--- config.mk ---
export PLATFORM = sky130hd
export DESIGN_NAME = grouped_gemm_tile_address_generator
export DESIGN_NICKNAME = d
export VERILOG_FILES = /design/src/rtl/ggta_pkg.sv /design/src/rtl/ggta_div.sv /design/src/rtl/ggta_desc_mem.sv /design/src/rtl/grouped_gemm_tile_address_generator.sv
export SDC_FILE = /design/constraint.sdc
export NUM_CORES = 2
export LEC_CHECK = 0
export ABC_AREA = 1
export BUFFER_PORTS_ARGS = -buffer_cell sky130_fd_sc_hd__buf_2
export CELL_PAD_IN_SITES_DETAIL_PLACEMENT = 1
export CELL_PAD_IN_SITES_GLOBAL_PLACEMENT = 2
export CORE_ASPECT_RATIO = 0.6
export CORE_MARGIN = 5
export CORE_UTILIZATION = 47
export CTS_CLUSTER_DIAMETER = 50
export DETAILED_ROUTE_END_ITERATION = 12
export PLACE_DENSITY_LB_ADDON = 0.1
export RECOVER_POWER = 25
export REMOVE_ABC_BUFFERS = 1
export SLEW_MARGIN = 0
export SYNTH_ARGS = -nofsm -noshare
export SYNTH_HDL_FRONTEND = slang
export SYNTH_SLANG_ARGS = --single-unit
--- constraint.sdc ---
create_clock -name clk_i -period 18.95 [get_ports clk_i]
set_input_delay 0 -clock clk_i [delete_from_list [all_inputs] [get_ports clk_i]]
set_output_delay 0 -clock clk_i [all_outputs]
set_load 0.01 [all_outputs]
--- src/rtl/ggta_pkg.sv ---
// Types and constants of the grouped GEMM tile address generator.
// Used by the descriptor memory, the top level, the checker and the testbench.
package ggta_pkg;

  localparam int unsigned TileLog2    = 4;
  localparam int unsigned MaxColTiles = 64;
  localparam int unsigned InTdataW    = 176;
  localparam int unsigned OutTdataW   = 136;
  localparam int unsigned CfgDataW    = 16;

  typedef enum logic [0:0] {
    FUNC_LOAD    = 1'b0,
    FUNC_RESOLVE = 1'b1
  } func_e;

  typedef enum logic [0:0] {
    CFG_GROUP_COUNT = 1'b0,
    CFG_TILE_TOTAL  = 1'b1
  } cfg_reg_e;

  typedef enum logic [2:0] {
    ST_IDLE,
    ST_SCAN,
    ST_CMP,
    ST_DIV,
    ST_MAC,
    ST_EMIT,
    ST_ERR
  } state_e;

  typedef enum logic [1:0] {
    MAC_A_ROW,
    MAC_B_COL,
    MAC_C_TILE
  } mac_op_e;

  // One group descriptor as held in the table.
  typedef struct packed {
    logic [15:0] first_tile;
    logic [6:0]  col_tiles;
    logic [31:0] a_offset;
    logic [31:0] b_offset;
    logic [31:0] c_offset;
    logic [10:0] a_stride;
    logic [10:0] b_stride;
    logic [10:0] c_stride;
  } desc_t;

  // Input tdata, first field in the lowest bits.
  typedef struct packed {
    logic [3:0]  pad;
    logic [10:0] c_stride;
    logic [10:0] b_stride;
    logic [10:0] a_stride;
    logic [31:0] c_offset;
    logic [31:0] b_offset;
    logic [31:0] a_offset;
    logic [6:0]  col_tiles;
    logic [15:0] first_tile;
    logic [15:0] tile_number;
    logic [3:0]  group_index;
  } in_data_t;

  // Output tdata, first field in the lowest bits.
  typedef struct packed {
    logic [3:0]  pad;
    logic [9:0]  k_offset;
    logic [31:0] c_addr;
    logic [31:0] b_addr;
    logic [31:0] a_addr;
    logic [5:0]  col_tile;
    logic [15:0] row_tile;
    logic [3:0]  group;
  } out_data_t;

endpackage

--- src/rtl/ggta_div.sv ---
// Restoring divider, one quotient bit per cycle, for the tile index split.
// Depends on nothing outside this file.
module ggta_div (
  input  logic        clk_i,
  input  logic        rst_ni,
  input  logic        start_i,
  input  logic [15:0] dividend_i,
  input  logic [6:0]  divisor_i,
  output logic        done_o,
  output logic [15:0] quot_o,
  output logic [5:0]  rem_o
);

  logic        busy_q, busy_d;
  logic        done_q, done_d;
  logic [4:0]  cnt_q, cnt_d;
  logic [15:0] quo_q, quo_d;
  logic [5:0]  rem_q, rem_d;
  logic [6:0]  div_q, div_d;
  logic [6:0]  partial;
  logic        fits;

  // The running remainder stays below the divisor, at most 64, so six bits hold it.
  assign partial = {rem_q, quo_q[15]};
  assign fits    = partial >= div_q;

  always_comb begin
    busy_d = busy_q;
    done_d = 1'b0;
    cnt_d  = cnt_q;
    quo_d  = quo_q;
    rem_d  = rem_q;
    div_d  = div_q;
    if (start_i) begin
      busy_d = 1'b1;
      cnt_d  = 5'd16;
      quo_d  = dividend_i;
      rem_d  = '0;
      div_d  = divisor_i;
    end else if (busy_q) begin
      quo_d = {quo_q[14:0], fits};
      rem_d = fits ? 6'(partial - div_q) : partial[5:0];
      cnt_d = cnt_q - 5'd1;
      if (cnt_q == 5'd1) begin
        busy_d = 1'b0;
        done_d = 1'b1;
      end
    end
  end

  always_ff @(posedge clk_i or negedge rst_ni) begin
    if (!rst_ni) begin
      busy_q <= 1'b0;
      done_q <= 1'b0;
      cnt_q  <= '0;
    end else begin
      busy_q <= busy_d;
      done_q <= done_d;
      cnt_q  <= cnt_d;
    end
  end

  always_ff @(posedge clk_i) begin
    quo_q <= quo_d;
    rem_q <= rem_d;
    div_q <= div_d;
  end

  assign done_o = done_q;
  assign quot_o = quo_q;
  assign rem_o  = rem_q;

endmodule

--- src/rtl/ggta_desc_mem.sv ---
// Group descriptor table: one write port, one registered read port.
// Depends on ggta_pkg for the descriptor type.
module ggta_desc_mem #(
  parameter int unsigned Depth = 16,
  parameter int unsigned AddrW = 4
) (
  input  logic                 clk_i,
  input  logic                 we_i,
  input  logic [AddrW-1:0]     waddr_i,
  input  ggta_pkg::desc_t      wdata_i,
  input  logic [AddrW-1:0]     raddr_i,
  output ggta_pkg::desc_t      rdata_o
);
  import ggta_pkg::*;

  desc_t mem_q [Depth];
  desc_t rdata_q;

  always_ff @(posedge clk_i) begin
    if (we_i) begin
      mem_q[waddr_i] <= wdata_i;
    end
  end

  always_ff @(posedge clk_i) begin
    rdata_q <= mem_q[raddr_i];
  end

  assign rdata_o = rdata_q;

endmodule

--- src/rtl/grouped_gemm_tile_address_generator.sv ---
// Grouped GEMM tile address generator.
// Input stream (s_axis_*): a load transfer (tuser = 0) writes one group descriptor into
// the table and gives no result; a resolve transfer (tuser = 1) names a flat output
// tile. A resolve gives one result per 16-wide K step with the A, B and C addresses of
// that tile, tlast on the final one; a tile at or beyond the tile total gives a single
// result with tuser (out of range) set, tlast set and all data zero.
// Configuration: cfg_we_i writes cfg_wdata_i to register cfg_idx_i
// (0 = group count, 1 = tile total); write it only while the block is idle.
// Sequence: a load is written into the table as it is accepted. A resolve is accepted,
// starts the table read, scans the descriptor entries one at a time (last to first),
// runs the serial divider, forms the A row, B column and C tile addresses in turn on
// the shared multiply-add unit, and then writes one result per K step while the output
// is taken. An out-of-range resolve goes straight to its flagged result.
// The input is ready only in the idle state; it is ready again as soon as the final
// result sits in the output register, so the next transfer can be taken while that
// result waits. When the receiver stalls, the output register holds its result and the
// sequencer waits for it before writing the next step.
// Reset sets group count to 1 and tile total to 0 and empties the output; the
// descriptor table is not cleared and must be loaded before it is used.
module grouped_gemm_tile_address_generator #(
  parameter int unsigned MAX_GROUPS  = 16,
  parameter int unsigned MAX_K_STEPS = 64
) (
  input  logic                           clk_i,
  input  logic                           rst_ni,
  // Configuration write port.
  input  logic                           cfg_we_i,
  input  logic [0:0]                     cfg_idx_i,
  input  logic [ggta_pkg::CfgDataW-1:0]  cfg_wdata_i,
  // Input stream.
  input  logic                           s_axis_tvalid,
  output logic                           s_axis_tready,
  // group_index, tile_number, first_tile, col_tiles, a_offset, b_offset, c_offset,
  // a_stride, b_stride, c_stride, zero padding
  input  logic [ggta_pkg::InTdataW-1:0]  s_axis_tdata,
  // func
  input  logic                           s_axis_tuser,
  // Result stream.
  output logic                           m_axis_tvalid,
  input  logic                           m_axis_tready,
  // group, row_tile, col_tile, a_addr, b_addr, c_addr, k_offset, zero padding
  output logic [ggta_pkg::OutTdataW-1:0] m_axis_tdata,
  // out_of_range
  output logic                           m_axis_tuser,
  output logic                           m_axis_tlast
);
  import ggta_pkg::*;

  localparam int unsigned GW = (MAX_GROUPS > 1) ? $clog2(MAX_GROUPS) : 1;
  localparam int unsigned KW = (MAX_K_STEPS > 1) ? $clog2(MAX_K_STEPS) : 1;

  // Configuration registers.
  logic [4:0]  group_count_q;
  logic [15:0] tile_total_q;

  always_ff @(posedge clk_i or negedge rst_ni) begin
    if (!rst_ni) begin
      group_count_q <= 5'd1;
      tile_total_q  <= '0;
    end else if (cfg_we_i) begin
      unique case (cfg_reg_e'(cfg_idx_i))
        CFG_GROUP_COUNT: group_count_q <= cfg_wdata_i[4:0];
        CFG_TILE_TOTAL:  tile_total_q  <= cfg_wdata_i[15:0];
      endcase
    end
  end

  // Input decode.
  in_data_t in_data;
  logic     in_acc;
  logic     is_resolve;
  logic     tile_err;
  logic     load_ok;

  assign in_data    = in_data_t'(s_axis_tdata);
  assign in_acc     = s_axis_tvalid && s_axis_tready;
  assign is_resolve = func_e'(s_axis_tuser) == FUNC_RESOLVE;
  assign tile_err   = in_data.tile_number >= tile_total_q;
  assign load_ok    = 7'(in_data.group_index) < 7'(MAX_GROUPS);

  // First entry of the scan: the group count less one, saturated to the last table entry.
  logic [6:0]    gc_ext;
  logic [GW-1:0] scan_first;

  assign gc_ext = 7'(group_count_q);

  always_comb begin
    if (gc_ext == 7'd0) begin
      scan_first = '0;
    end else if (gc_ext > 7'(MAX_GROUPS)) begin
      scan_first = GW'(MAX_GROUPS - 1);
    end else begin
      scan_first = GW'(gc_ext - 7'd1);
    end
  end

  // Sequencer state and control.
  state_e        state_q, state_d;
  logic [GW-1:0] scan_idx_q;
  logic [15:0]   tile_q;
  logic [GW-1:0] g_q;
  logic [KW-1:0] k_q;
  logic [KW-1:0] last_k_q;
  mac_op_e       mac_op_q;
  logic          out_free;
  logic          hit;
  logic          div_done;

  // Descriptor table.
  desc_t         wr_desc;
  desc_t         rd_desc;
  logic          mem_we;
  logic [GW-1:0] mem_raddr;

  assign wr_desc.first_tile = in_data.first_tile;
  assign wr_desc.col_tiles  = in_data.col_tiles;
  assign wr_desc.a_offset   = in_data.a_offset;
  assign wr_desc.b_offset   = in_data.b_offset;
  assign wr_desc.c_offset   = in_data.c_offset;
  assign wr_desc.a_stride   = in_data.a_stride;
  assign wr_desc.b_stride   = in_data.b_stride;
  assign wr_desc.c_stride   = in_data.c_stride;

  ggta_desc_mem #(
    .Depth (MAX_GROUPS),
    .AddrW (GW)
  ) u_desc_mem (
    .clk_i   (clk_i),
    .we_i    (mem_we),
    .waddr_i (GW'(in_data.group_index)),
    .wdata_i (wr_desc),
    .raddr_i (mem_raddr),
    .rdata_o (rd_desc)
  );

  // The scan walks down from the last entry; entry zero is taken whether or not
  // its base matches, which also covers a group count of zero.
  assign hit      = (tile_q >= rd_desc.first_tile) || (scan_idx_q == '0);
  assign out_free = !m_axis_tvalid || m_axis_tready;

  // Operands for the divider, taken straight from the entry that was found.
  logic [15:0] local_idx;
  logic [6:0]  ct_clamped;
  logic [7:0]  steps_raw;
  logic [7:0]  steps_sat;

  assign local_idx = tile_q - rd_desc.first_tile;
  assign steps_raw = 8'((12'(rd_desc.a_stride) + 12'd15) >> TileLog2);

  always_comb begin
    if (rd_desc.col_tiles == 7'd0) begin
      ct_clamped = 7'd1;
    end else if (rd_desc.col_tiles > 7'(MaxColTiles)) begin
      ct_clamped = 7'(MaxColTiles);
    end else begin
      ct_clamped = rd_desc.col_tiles;
    end
    if (steps_raw == 8'd0) begin
      steps_sat = 8'd1;
    end else if (steps_raw > 8'(MAX_K_STEPS)) begin
      steps_sat = 8'(MAX_K_STEPS);
    end else begin
      steps_sat = steps_raw;
    end
  end

  logic        div_start;
  logic [15:0] row_tile;
  logic [5:0]  col_tile;

  ggta_div u_div (
    .clk_i      (clk_i),
    .rst_ni     (rst_ni),
    .start_i    (div_start),
    .dividend_i (local_idx),
    .divisor_i  (ct_clamped),
    .done_o     (div_done),
    .quot_o     (row_tile),
    .rem_o      (col_tile)
  );

  // Next state.
  always_comb begin
    state_d = state_q;
    unique case (state_q)
      ST_IDLE: begin
        if (in_acc && is_resolve) begin
          state_d = tile_err ? ST_ERR : ST_SCAN;
        end
      end
      ST_SCAN: state_d = ST_CMP;
      ST_CMP: begin
        if (hit) begin
          state_d = ST_DIV;
        end
      end
      ST_DIV: begin
        if (div_done) begin
          state_d = ST_MAC;
        end
      end
      ST_MAC: begin
        if (mac_op_q == MAC_C_TILE) begin
          state_d = ST_EMIT;
        end
      end
      ST_EMIT: begin
        if (out_free && (k_q == last_k_q)) begin
          state_d = ST_IDLE;
        end
      end
      ST_ERR: begin
        if (out_free) begin
          state_d = ST_IDLE;
        end
      end
      default: state_d = ST_IDLE;
    endcase
  end

  // Control outputs of the sequencer.
  logic out_load_step;
  logic out_load_err;

  always_comb begin
    s_axis_tready = 1'b0;
    mem_we        = 1'b0;
    mem_raddr     = scan_idx_q;
    div_start     = 1'b0;
    out_load_step = 1'b0;
    out_load_err  = 1'b0;
    unique case (state_q)
      ST_IDLE: begin
        s_axis_tready = 1'b1;
        mem_we        = in_acc && !is_resolve && load_ok;
      end
      ST_SCAN: mem_raddr = scan_idx_q;
      ST_CMP: begin
        // Fetch the next lower entry ahead so that a miss can compare it straight away.
        mem_raddr = scan_idx_q - GW'(1);
        div_start = hit;
      end
      ST_EMIT: out_load_step = out_free;
      ST_ERR:  out_load_err  = out_free;
      default: ;
    endcase
  end

  // Control registers.
  always_ff @(posedge clk_i or negedge rst_ni) begin
    if (!rst_ni) begin
      state_q  <= ST_IDLE;
      mac_op_q <= MAC_A_ROW;
      k_q      <= '0;
    end else begin
      state_q <= state_d;
      if (state_q != ST_MAC) begin
        mac_op_q <= MAC_A_ROW;
      end else if (mac_op_q == MAC_A_ROW) begin
        mac_op_q <= MAC_B_COL;
      end else begin
        mac_op_q <= MAC_C_TILE;
      end
      if (div_start) begin
        k_q <= '0;
      end else if (out_load_step) begin
        k_q <= k_q + KW'(1);
      end
    end
  end

  // Latched descriptor and scan position.
  logic [31:0] a_off_q, b_off_q, c_off_q;
  logic [10:0] a_str_q, b_str_q, c_str_q;

  always_ff @(posedge clk_i) begin
    if (in_acc) begin
      tile_q     <= in_data.tile_number;
      scan_idx_q <= scan_first;
    end else if ((state_q == ST_CMP) && !hit) begin
      scan_idx_q <= scan_idx_q - GW'(1);
    end
    if (div_start) begin
      g_q      <= scan_idx_q;
      a_off_q  <= rd_desc.a_offset;
      b_off_q  <= rd_desc.b_offset;
      c_off_q  <= rd_desc.c_offset;
      a_str_q  <= rd_desc.a_stride;
      b_str_q  <= rd_desc.b_stride;
      c_str_q  <= rd_desc.c_stride;
      last_k_q <= KW'(steps_sat - 8'd1);
    end
  end

  // Shared multiply-add unit: base + (x * stride) * 16, one operation a cycle.
  logic [15:0] mac_x;
  logic [10:0] mac_y;
  logic [31:0] mac_base;
  logic [26:0] mac_prod;
  logic [31:0] mac_sum;
  logic [31:0] arow_q, bcol_q, caddr_q;

  always_comb begin
    case (mac_op_q)
      MAC_A_ROW: begin
        mac_x    = row_tile;
        mac_y    = a_str_q;
        mac_base = a_off_q;
      end
      MAC_B_COL: begin
        mac_x    = 16'(col_tile);
        mac_y    = b_str_q;
        mac_base = b_off_q;
      end
      default: begin
        mac_x    = row_tile;
        mac_y    = c_str_q;
        mac_base = c_off_q + (32'(col_tile) << TileLog2);
      end
    endcase
  end

  assign mac_prod = 27'(mac_x) * 27'(mac_y);
  assign mac_sum  = mac_base + (32'(mac_prod) << TileLog2);

  always_ff @(posedge clk_i) begin
    if (state_q == ST_MAC) begin
      case (mac_op_q)
        MAC_A_ROW: arow_q  <= mac_sum;
        MAC_B_COL: bcol_q  <= mac_sum;
        default:   caddr_q <= mac_sum;
      endcase
    end
  end

  // Output register.
  logic [31:0] k_off;
  out_data_t   step_data;
  out_data_t   out_data_q;
  logic        out_valid_q;
  logic        out_err_q;
  logic        out_last_q;

  assign k_off = 32'(k_q) << TileLog2;

  assign step_data.pad      = '0;
  assign step_data.group    = 4'(g_q);
  assign step_data.row_tile = row_tile;
  assign step_data.col_tile = col_tile;
  assign step_data.a_addr   = arow_q + k_off;
  assign step_data.b_addr   = bcol_q + k_off;
  assign step_data.c_addr   = caddr_q;
  assign step_data.k_offset = k_off[9:0];

  always_ff @(posedge clk_i or negedge rst_ni) begin
    if (!rst_ni) begin
      out_valid_q <= 1'b0;
    end else if (out_load_step || out_load_err) begin
      out_valid_q <= 1'b1;
    end else if (m_axis_tready) begin
      out_valid_q <= 1'b0;
    end
  end

  always_ff @(posedge clk_i) begin
    if (out_load_step) begin
      out_data_q <= step_data;
      out_err_q  <= 1'b0;
      out_last_q <= k_q == last_k_q;
    end else if (out_load_err) begin
      out_data_q <= '0;
      out_err_q  <= 1'b1;
      out_last_q <= 1'b1;
    end
  end

  assign m_axis_tvalid = out_valid_q;
  assign m_axis_tdata  = out_data_q;
  assign m_axis_tuser  = out_err_q;
  assign m_axis_tlast  = out_last_q;

endmodule

==> qor.yml <==
outcome:
  status: "completed"
worst_setup_path:
  cp_common_cell: "fa_1"
  crit_type: "reg2reg"
  crit_slowest_cell: "inv_1"
  arrival_ns: 9.96
  worst_setup_path_end_kind: "flop"
  crit_required_ns: 19.51
  start_kind: "flop"
  crit_fanout: 29
  max_stage_delay_ns: 0.58
synthesis:
  synth_cell_types: 54
  synthAdderAreaFrac: 0.03601
  yosys-mux-area-fraction: 0
  synth-simple-area-share: 0.09874
  async_flop_share: 0.01317
  synth_xor_area_frac: 0.006222
  ys_warn_count: 0
  ys_seq_area_frac: 0.7060
  syn_area_um2: 126700
  netlist_instances: 10194
  synth-edff-count: 2839
  ys_ff_latch: 3038
  synth_top_family_by_area: "compound AO/OA/AOI/OAI gates"
  synth_ff_type: "edfxtp_1"
  synth_compound_area_frac: 0.1119
  syn_area_per_cell_um2: 12.43
finish:
  drive_above_1_share: 0.08096
  syn2layout_area_growth_pct: 13.15
  largest_register_ffs: 2432
  max_flop_register: "u_desc_mem.mem_q"
  nNetsFinal: 11114
placed_design:
  place.gp.congestion: 0.8859
  post-place-ws_ns: 9.819
  hpwl_um: 224500
  io_buffer_count: 326
timing:
  period_needed_ns: 9.404
  slew_headroom: 0.1236
  hold_viol_final: 0
  fin_worst_skew_ns: 0.05677
  setup_viol: 0
  final_max_slew_viol_count: 0
  rsz0062_at_grt: "false"
  fmax_mhz: 106.3
  fin_ws_ns: 9.546
  fin_crit_sh: 0.4963
  worst_pin_slew_ns: 1.311
global_route:
  grt_first_pass_wirelength_um: 577600
  grt_overflow: 0
  grt_start_max_net_pins: 224
  grt_pass1_vias: 84797
  grt_use_total: 0.2756
  antenna_found_initial: 37
detailed_routing:
  avgViaCountPerCell: 5.768
  postRouteAntennaNets: 0
  drt_pass1_iterations: 5
  drt-initial-drc-count: 7656
  wl_per_cell_um: 27.24
  vias: 83355
  drt_wl_total_um: 393700
  drc: 0
clock_network:
  cts_root_buf: "clkbuf_16"
  cts_buffer_depth: 4
  cts_tree: "yes"
  clk_pin_slew_ns: 0.06
  worstSkewPairLatency_ns: 0.86
  post_cts_buffers: 0
  htree_levels: 5
  cts.sinks: 3038
  cts_buffers: 292
worst_hold_path:
  hold_class: "in2reg"
floorplan:
  die_w_um: 680.3
  fp.coreArea_um2: 267800
  rows: 147
  die_h_um: 412.2
  pin_count: 339
  die_area_um2: 280400
  initial_core_util: 0.4731
run:
  maxCapViolCount: 0
-- final timing paths --
check	from	endpoint	slack (ns)	depth (start not counted)
setup / recovery	mac_op_q[1]$_DFF_PN0_	arow_q[31]$_DFFE_PP_	9.55	31
min in group asynchronous	rst_ni	group_count_q[0]$_DFFE_PN1P_	0.30	3
max in group asynchronous	rst_ni	mac_op_q[0]$_DFF_PN0_	18.31	4
hold reg to reg	u_desc_mem.rdata_o[105]$_DFF_P_	a_off_q[8]$_DFFE_PP_	0.38	0
setup reg to reg	mac_op_q[1]$_DFF_PN0_	arow_q[31]$_DFFE_PP_	9.55	31
hold / removal	s_axis_tdata[1]	u_desc_mem.mem_q[3][150]$_DFFE_PP_	0.05	3
-- routing by layer --
| layer | part of all wire | up-vias | GRT usage |
|---|---|---|---|
| li1 | - | 37284 | - |
| met1 | 0.46 | 43055 | 0.4049 |
| met2 | 0.46 | 2475 | 0.4395 |
| met3 | 0.056 | 531 | 0.03567 |
| met4 | 0.023 | 10 | 0.06414 |
| met5 | 0.00017 | - | 0 |
-- placed cells by master, fill, tap and decap left out, types with 21 or more instances in the layout --
cell / count
nor3_1: 41
o22ai_1: 23
clkinv_1: 39
inv_1: 661
a21oi_1: 167
or2_2: 36
clkbuf_16: 301
buf_4: 115
xnor2_1: 32
bufinv_16: 26
o21ai_1: 269
o21ai_0: 1092
o211ai_1: 699
fa_1: 131
edfxtp_1: 2839
buf_2: 223
nand4_1: 44
nand3_1: 236
nand2_1: 951
clkbuf_1: 162
clkbuf_8: 25
o21bai_1: 21
xor2_1: 58
ha_1: 155
dfrtp_1: 39
clkinv_2: 49
dfxtp_1: 159
dlygate4sd3_1: 234
nor2_1: 1805
-- metrics by stage --
step	area [um^2]	hold WS, ns	setup TNS, ns	util	instances
2_1_floorplan	124000	-0.2956	-1309.83	-	9644
3_3_place_gp	131500	0.2164	0	0.4912	13676
3_5_place_dp	131500	0.2119	0	0.4912	13676
4_1_cts	143400	0.001685	0	0.5356	14433
5_1_grt	143300	0.02918	0	0.5351	14441
6_report	143300	0.04989	0	0.5353	14452
-- critical path, delay by kind of cell, from the launching register on --
kind / cells / cell delay [ns]
flip-flops: 1 / 0.33
AND/OR/NAND/NOR: 7 / 1.11
adder cells (fa/ha/maj): 7 / 3.40
buffers and inverters: 8 / 1.93
AO/OA/AOI/OAI: 8 / 2.02
XOR/XNOR: 1 / 0.34
-- synth_stat cells, types with 12 or more instances --
master	instances	area [um^2]
edfxtp_1	2839	85250
nor2_1	1826	6854
o21ai_0	1092	5465
nand2_1	953	3577
o211ai_1	699	5248
inv_1	665	2496
o21ai_1	269	1346
clkbuf_1	253	949.7
nand3_1	236	1181
buf_2	218	1091
a21oi_1	167	835.8
dfxtp_1	159	3183
ha_1	155	1939
fa_1	131	2623
buf_4	64	480.5
xor2_1	58	508.0
nand4_1	44	275.3
nor3_1	41	205.2
dfrtp_1	39	975.9
or2_2	36	225.2
xnor2_1	32	280.3
o22ai_1	23	143.9
o21bai_1	21	157.7
o211ai_2	20	250.2
o221ai_1	20	175.2
o21a_1	19	142.6
a31oi_1	12	75.07
-- area by class of cell --
type | instances | area [um^2]
antenna | 19 | 47.55
clock inverter | 137 | 1419
inverter | 675 | 2569
clock buffer | 385 | 8098
fill | 27008 | 124500
timing repair buffer | 691 | 5036
tap | 3576 | 4474
multi-input combinational | 5931 | 32260
sequential | 3038 | 89440
-- kinds of logic after synthesis --
kind of cell	count (synthesis)
AOI/OAI and AO/OA	2385
xor gates and xnor gates	90
adders and majority gates	286
buffers and inverters	1232
DFF	3038
other	1
and+or+nand+nor	3162
-- timing repair --
| action | in CTS | in global routing |
|---|---|---|
| endpoints found under the hold margin | 2583 | 0 |
| gates resized for setup | 0 | 0 |
| setup endpoints to repair | 0 | 0 |
| hold buffers | 235 | 0 |
Power is left out: the tool's default activity adds up to more than one toggle a clock period on the data nets, which glitch-free logic cannot reach.
